$ cat src/rtl/abd_pkg.sv
`default_nettype none
package abd_pkg;

	localparam int AccW     = 25;
	localparam int CoefW    = 8;
	localparam int SampleW  = 16;
	localparam int SumW     = 20;
	localparam int FiltW    = AccW - 6;

	localparam logic [3:0] MaxShift   = 4'd12;
	localparam logic [3:0] LargeShift = 4'd9;
	localparam logic [3:0] MaxFilter  = 4'd4;
	localparam logic [3:0] LastPos    = 4'd15;
	localparam logic [3:0] HeaderPos  = 4'd0;
	localparam logic [3:0] SkipPos    = 4'd1;
	localparam logic signed [AccW-1:0] RoundBias = AccW'(32);

	localparam logic signed [SumW-1:0] SatHi = SumW'(32767);
	localparam logic signed [SumW-1:0] SatLo = -SumW'(32768);

	typedef struct packed {
		logic [7:0] data_byte;
		logic       restart;
	} in_item_t;

	typedef struct packed {
		logic signed [SampleW-1:0] sample;
		logic                      last_of_byte;
		logic                      block_end;
	} out_item_t;

	typedef struct packed {
		logic en;
		logic clr;
	} mac_ctrl_t;

	typedef enum logic [3:0] {
		ST_IDLE    = 4'b0001,
		ST_MUL_NEW = 4'b0010,
		ST_MUL_OLD = 4'b0100,
		ST_FINISH  = 4'b1000
	} state_t;

	function automatic logic signed [CoefW-1:0] coef_pos(input logic [2:0] f);
		logic signed [CoefW-1:0] c;
		case (f)
			3'd1:    c = 8'sd60;
			3'd2:    c = 8'sd115;
			3'd3:    c = 8'sd98;
			3'd4:    c = 8'sd122;
			default: c = 8'sd0;
		endcase
		return c;
	endfunction

	function automatic logic signed [CoefW-1:0] coef_neg(input logic [2:0] f);
		logic signed [CoefW-1:0] c;
		case (f)
			3'd2:    c = -8'sd52;
			3'd3:    c = -8'sd55;
			3'd4:    c = -8'sd60;
			default: c = 8'sd0;
		endcase
		return c;
	endfunction

endpackage
`default_nettype wire

$ cat src/rtl/adpcm_block_decoder_unit.sv
`default_nettype none
// channel | signals                     | payload
// --------+-----------------------------+--------------------------------------
// in      | in_valid, in_ready          | in_item  (data_byte, restart)
// out     | out_valid, out_ready        | out_item (sample, last_of_byte, block_end)
//
// Header and skip bytes are taken in ST_IDLE alone. A data byte is accepted, then
// each sample makes two passes through the shared 16x8 multiply-accumulate, then is
// rounded, added and saturated; no new byte is taken until both samples are done.
// A sample waits in the output register; the next stalls in its finish step while
// that register is full and not taken. Reset clears history, header and position.
module adpcm_block_decoder_unit (
	input  wire                 clk,
	input  wire                 arst_n,
	input  wire                 in_valid,
	output logic                in_ready,
	input  wire abd_pkg::in_item_t in_item,
	output logic                out_valid,
	input  wire                 out_ready,
	output abd_pkg::out_item_t  out_item
);
	abd_pkg::state_t state_q;
	logic [3:0] pos_q;
	logic [3:0] shift_q;
	logic [2:0] filt_q;
	logic signed [abd_pkg::SampleW-1:0] newer_q;
	logic signed [abd_pkg::SampleW-1:0] older_q;
	logic [7:0] byte_q;
	logic       nib_sel_q;
	logic       last_blk_q;
	logic       out_valid_q;
	abd_pkg::out_item_t out_q;

	abd_pkg::mac_ctrl_t mac_ctrl;
	logic signed [abd_pkg::SampleW-1:0] mac_a;
	logic signed [abd_pkg::CoefW-1:0]   mac_b;
	logic signed [abd_pkg::AccW-1:0]    acc;

	logic       in_fire;
	logic [3:0] cur_pos;
	logic [3:0] nib;
	logic signed [abd_pkg::SampleW-1:0] nib_word;
	logic signed [abd_pkg::SampleW-1:0] nib_shifted;
	logic signed [abd_pkg::FiltW-1:0]   filt_val;
	logic signed [abd_pkg::SumW-1:0]    sum;
	logic signed [abd_pkg::SampleW-1:0] sat;
	logic       out_free;
	logic       finish_go;

	assign in_ready  = (state_q == abd_pkg::ST_IDLE);
	assign in_fire   = in_valid && in_ready;
	assign cur_pos   = in_item.restart ? abd_pkg::HeaderPos : pos_q;
	assign out_free  = !out_valid_q || out_ready;
	assign finish_go = (state_q == abd_pkg::ST_FINISH) && out_free;

	always_comb begin
		mac_ctrl.en = 1'b0;
		mac_ctrl.clr = 1'b0;
		mac_a = newer_q;
		mac_b = abd_pkg::coef_pos(filt_q);
		case (state_q)
			abd_pkg::ST_MUL_NEW: begin
				mac_ctrl.en = 1'b1;
				mac_ctrl.clr = 1'b1;
			end
			abd_pkg::ST_MUL_OLD: begin
				mac_ctrl.en = 1'b1;
				mac_a = older_q;
				mac_b = abd_pkg::coef_neg(filt_q);
			end
			default: begin
				mac_ctrl.en = 1'b0;
			end
		endcase
	end

	abd_mac u_mac (
		.clk    (clk),
		.arst_n (arst_n),
		.ctrl   (mac_ctrl),
		.a      (mac_a),
		.b      (mac_b),
		.acc    (acc)
	);

	assign nib         = nib_sel_q ? byte_q[7:4] : byte_q[3:0];
	assign nib_word    = {nib, 12'b0};
	assign nib_shifted = nib_word >>> shift_q;
	assign filt_val    = acc[abd_pkg::AccW-1:6];
	assign sum         = {{(abd_pkg::SumW-abd_pkg::SampleW){nib_shifted[abd_pkg::SampleW-1]}},
		nib_shifted} + {{(abd_pkg::SumW-abd_pkg::FiltW){filt_val[abd_pkg::FiltW-1]}}, filt_val};

	always_comb begin
		if (sum > abd_pkg::SatHi) begin
			sat = abd_pkg::SatHi[abd_pkg::SampleW-1:0];
		end else if (sum < abd_pkg::SatLo) begin
			sat = abd_pkg::SatLo[abd_pkg::SampleW-1:0];
		end else begin
			sat = sum[abd_pkg::SampleW-1:0];
		end
	end

	always_ff @(posedge clk or negedge arst_n) begin
		if (!arst_n) begin
			state_q     <= abd_pkg::ST_IDLE;
			pos_q       <= '0;
			shift_q     <= '0;
			filt_q      <= '0;
			newer_q     <= '0;
			older_q     <= '0;
			nib_sel_q   <= 1'b0;
			last_blk_q  <= 1'b0;
			out_valid_q <= 1'b0;
		end else begin
			if (finish_go) begin
				out_valid_q <= 1'b1;
			end else if (out_valid_q && out_ready) begin
				out_valid_q <= 1'b0;
			end
			case (state_q)
				abd_pkg::ST_IDLE: begin
					if (in_fire) begin
						if (in_item.restart) begin
							newer_q <= '0;
							older_q <= '0;
						end
						pos_q <= cur_pos + 4'd1;
						if (cur_pos == abd_pkg::HeaderPos) begin
							shift_q <= (in_item.data_byte[3:0] > abd_pkg::MaxShift) ?
								abd_pkg::LargeShift : in_item.data_byte[3:0];
							filt_q  <= (in_item.data_byte[7:4] > abd_pkg::MaxFilter) ?
								abd_pkg::MaxFilter[2:0] : in_item.data_byte[6:4];
						end else if (cur_pos != abd_pkg::SkipPos) begin
							byte_q     <= in_item.data_byte;
							last_blk_q <= (cur_pos == abd_pkg::LastPos);
							nib_sel_q  <= 1'b0;
							state_q    <= abd_pkg::ST_MUL_NEW;
						end
					end
				end
				abd_pkg::ST_MUL_NEW: begin
					state_q <= abd_pkg::ST_MUL_OLD;
				end
				abd_pkg::ST_MUL_OLD: begin
					state_q <= abd_pkg::ST_FINISH;
				end
				abd_pkg::ST_FINISH: begin
					if (finish_go) begin
						older_q     <= newer_q;
						newer_q     <= sat;
						nib_sel_q   <= 1'b1;
						state_q     <= nib_sel_q ? abd_pkg::ST_IDLE : abd_pkg::ST_MUL_NEW;
					end
				end
				default: begin
					state_q <= abd_pkg::ST_IDLE;
				end
			endcase
		end
	end

	always_ff @(posedge clk) begin
		if (finish_go) begin
			out_q.sample       <= sat;
			out_q.last_of_byte <= nib_sel_q;
			out_q.block_end    <= nib_sel_q && last_blk_q;
		end
	end

	assign out_valid = out_valid_q;
	assign out_item  = out_q;
endmodule
`default_nettype wire

$ cat src/rtl/abd_mac.sv
`default_nettype none
module abd_mac (
	input  wire                                      clk,
	input  wire                                      arst_n,
	input  wire abd_pkg::mac_ctrl_t                  ctrl,
	input  wire logic signed [abd_pkg::SampleW-1:0]  a,
	input  wire logic signed [abd_pkg::CoefW-1:0]    b,
	output logic signed [abd_pkg::AccW-1:0]          acc
);
	logic signed [abd_pkg::AccW-1:0] acc_q;
	logic signed [abd_pkg::AccW-1:0] prod;
	logic signed [abd_pkg::AccW-1:0] base;

	assign prod = abd_pkg::AccW'(a) * abd_pkg::AccW'(b);
	assign base = ctrl.clr ? abd_pkg::RoundBias : acc_q;

	always_ff @(posedge clk or negedge arst_n) begin
		if (!arst_n) begin
			acc_q <= '0;
		end else if (ctrl.en) begin
			acc_q <= base + prod;
		end
	end

	assign acc = acc_q;
endmodule
`default_nettype wire

$ cat config.mk
export PLATFORM = sky130hd
export DESIGN_NAME = adpcm_block_decoder_unit
export DESIGN_NICKNAME = d
export VERILOG_FILES = /design/src/rtl/abd_pkg.sv /design/src/rtl/adpcm_block_decoder_unit.sv /design/src/rtl/abd_mac.sv
export SDC_FILE = /design/constraint.sdc
export NUM_CORES = 1
export LEC_CHECK = 0
export BUFFER_PORTS_ARGS = -buffer_cell sky130_fd_sc_hd__buf_2
export CORE_UTILIZATION = 59
export CTS_CLUSTER_SIZE = 30
export DETAILED_ROUTE_END_ITERATION = 7
export PLACE_DENSITY = 0.83
export SLEW_MARGIN = 25
export SYNTH_ARGS = -nofsm -noshare
export SYNTH_HDL_FRONTEND = slang
export SYNTH_HIERARCHICAL = 1
export SYNTH_SLANG_ARGS = --single-unit
$ cat constraint.sdc
create_clock -name clk -period 6.3 [get_ports clk]
set_input_delay 0 -clock clk [delete_from_list [all_inputs] [get_ports clk]]
set_output_delay 0 -clock clk [all_outputs]
set_load 0.02 [all_outputs]
==> results.cfg <==
[power_and_ir_drop]
clockPowerShare = 0.129
leakagePower_uw = 0.00615
power_switching_uw = 2180
power_frac_comb = 0.643
p_int_uw = 2190
power.density_mw_per_mm2 = 363
irDropWorstVdd_mv = 0.282
seqPwrFrac = 0.229
swShare = 0.499

[min_path]
holdPathStages = 3
hold_end = pos_q[3]
min-delay-start = in_item[0]
hp-class = input pin to register

[critical_path]
crit_type = register to register
critical_path_peak_fanout = 13
reg2reg_slack_ns = 0.18
r2r-start = state_q[1]
arrival_ns = 6.40
crit_path_end_kind = register
ff2ff_path_depth = 17
crit_required_ns = 6.59
timing.rr.end = u_mac/acc[23]
crit_path_start_kind = register

[synth]
yosys_warnings = 6
async_reset_ff_frac = 0.743
synth-seq-area-share = 0.240
synth_edf_count = 26
synth_top_area_cell = fa_1
synthCells = 1164
synth_cell_types = 82
synth_area_mm2 = 0.0111
synth.avg_cell_area_um2 = 9.52
synth_top_area_share = 0.240
synth-seq-cells = 101
synth_most_common_cell = nand2_1
syn_nets = 1387
synth_top_cells_by_count = nand2_1, fa_1, inv_1
synthTopCellsByArea = fa_1, dfrtp_1, ha_1
ys.flop_type = dfrtp_1

[global_route]
grtUsageTotal = 0.290
grt_pass1_wl_um = 43900
grt_max_degree = 47
first_global_vias = 8621
overflow = 0
antenna_found_initial = 0

[clock_tree]
htree_levels = 3
cts_tree = done
cts.reportedPaths.clkPinSlew_ns = 0.08
clk_latency_ns = 0.36
cts.path.max_buffers = 2
cts-root-buf = clkbuf_16
cts.sinks = 101
cts_made_buffers = 9

[detailed_routing]
drtIter0Drc = 634
drcViolationCount = 0
ant_nets = 0
first_pass_iters = 6
routed_wl_um = 26500
viasPerCell = 5.99
vias = 8632
avgRoutedWirePerCell_um = 18.4

[cells_and_area]
diodes = 0
final_layout_size_suffix_gt1_frac = 0.111
syn_to_final_growth_pct = 8.89
multiInputGateArea_mm2 = 0.00781
final_nets = 1430
fill_cells = 1409
ff_latch_area_mm2 = 0.00266

[placed_design]
post-place-ws_ns = 0.0493
numPortBuffers = 32
dpl.hpwl_um = 20800
place_congestion = 0.922

[sta]
rsz0062_at_grt = no
fin_skew_ns = 0.0165
period_share = 0.971
worst_slack_ns = 0.184
finalSetupViolCount = 0
fmax_mhz = 164
drv_slew = 0
hold_viol = 0
tightest_slew_ns = 0.882
period_needed_ns = 6.12
final.setup.tns_ns = 0
max_slew_margin = 0.410

[floorplanning]
die_w_um = 139
core_mm2 = 0.0182
start_util = 0.608
ioPinCount = 33
die_area_mm2 = 0.0193
rows = 49
die_y_um = 139

[status]
status = finished clean

[run]
cap_violations = 0
-- per-layer routing --
layer / GRT usage / wire, µm / up-vias
met4: 0.108 / 761 / 0
met2: 0.473 / 13000 / 279
li1: - / - / 4002
met1: 0.392 / 11400 / 4307
met5: 0 / 0 / -
met3: 0.0483 / 1470 / 44
-- area by class of cell --
type	instances	area share
multi-input combinational	898	0.647
sequential	101	0.220
timing repair buffer	81	0.0462
inverter	116	0.0361
tap	229	0.0238
clock buffer	9	0.0187
clock inverter	7	0.00747
-- power groups by stage --
| stage | Sequential (µW) | Combinational [µW] | Clock (µW) |
|---|---|---|---|
| 2_1_floorplan | 909 | 2060 | 0 |
| 3_3_place_gp | 996 | 2690 | 0 |
| 3_5_place_dp | 1000 | 2730 | 0 |
| 4_1_cts | 989 | 2770 | 571 |
| 5_1_grt | 1010 | 3120 | 601 |
| 6_report | 1000 | 2810 | 563 |
-- critical path: stages (launching register included) --
cell and delay, ns:
dfrtp_1 0.39, or4b_4 0.62, buf_4 0.22, nand2_1 0.07, nand2_1 0.26, and2_1 0.29
fa_1 0.47, fa_1 0.52, fa_1 0.53, fa_1 0.51, ha_1 0.31, ha_1 0.38
and2_1 0.20, nand4_1 0.14, o2bb2ai_1 0.41, nor4b_1 0.12, or4_1 0.49, nand3_1 0.09
-- how the worst max path moves through the flow --
stage | slack (ns) | to | from | depth (start not counted)
floorplan | 0.05 | u_mac/acc[23] | state_q[0] | 21
global route | 0.001 | u_mac/acc[24] | state_q[1] | 17
CTS | 0.006 | u_mac/acc[19] | state_q[1] | 21
detailed placement | 0.05 | u_mac/acc[23] | state_q[1] | 19
finish | 0.18 | u_mac/acc[23] | state_q[1] | 17
global placement | 0.16 | u_mac/acc[22] | state_q[1] | 19
-- cell families after synthesis --
kind of cell | after synthesis | synth area share
AND/OR/NAND/NOR | 402 | 0.180
buffers and inverters | 165 | 0.0586
flip-flops | 101 | 0.240
AO/OA/AOI/OAI | 221 | 0.136
multiplexers | 26 | 0.0265
XOR/XNOR | 39 | 0.0315
adder cells (fa/ha/maj) | 210 | 0.327
-- state kept, by name, indices dropped and copies added (netlist names) --
signal and cells:
u_mac/acc 25, out_item 18, newer_q 16, older_q 16, byte_q 8, pos_q 4
shift_q 4, state_q 4, filt_q 3, last_blk_q 1, nib_sel_q 1, out_valid 1
-- stage by stage --
step / std cells / util / hold WS [ns] / instance area, µm² / power [µW]
6_report: 1441 / 0.662 / 0.0834 / 12100 / 4370
5_1_grt: 1441 / 0.662 / 0.0918 / 12100 / 4740
4_1_cts: 1440 / 0.660 / 0.0673 / 12000 / 4330
3_5_place_dp: 1415 / 0.638 / -0.0329 / 11600 / 3740
3_3_place_gp: 1415 / 0.638 / -0.0336 / 11600 / 3690
2_1_floorplan: 1164 / - / -0.296 / 11100 / 2970
-- layout by cell type, fill, tap and decap left out, drive strengths merged, types with 8 or more instances in the layout --
cell type | netlist | routed
nand2 | 167 | 167
mux2i | 8 | 8
xnor2 | 21 | 21
nor2 | 49 | 49
dlygate4sd3 | 0 | 9
a211o | 10 | 10
nor2b | 17 | 17
fa | 133 | 133
o21ai | 78 | 78
edfxtp | 26 | 26
ha | 77 | 77
a21oi | 40 | 40
inv | 114 | 115
and2 | 83 | 83
nor3 | 19 | 19
clkbuf | 40 | 9
nand2b | 22 | 22
xor2 | 18 | 18
dfrtp | 74 | 74
nand3 | 13 | 13
mux2 | 17 | 17
buf | 9 | 72
a22o | 9 | 9
-- timing repair --
action / in CTS / in global routing
endpoints found under the hold margin: 44 / 0
resized for setup: 0 / 10
setup endpoints to repair: 0 / 12
hold buffers: 9 / 0
setup buffers: 0 / 1
Power figures use the tool's default switching activity.
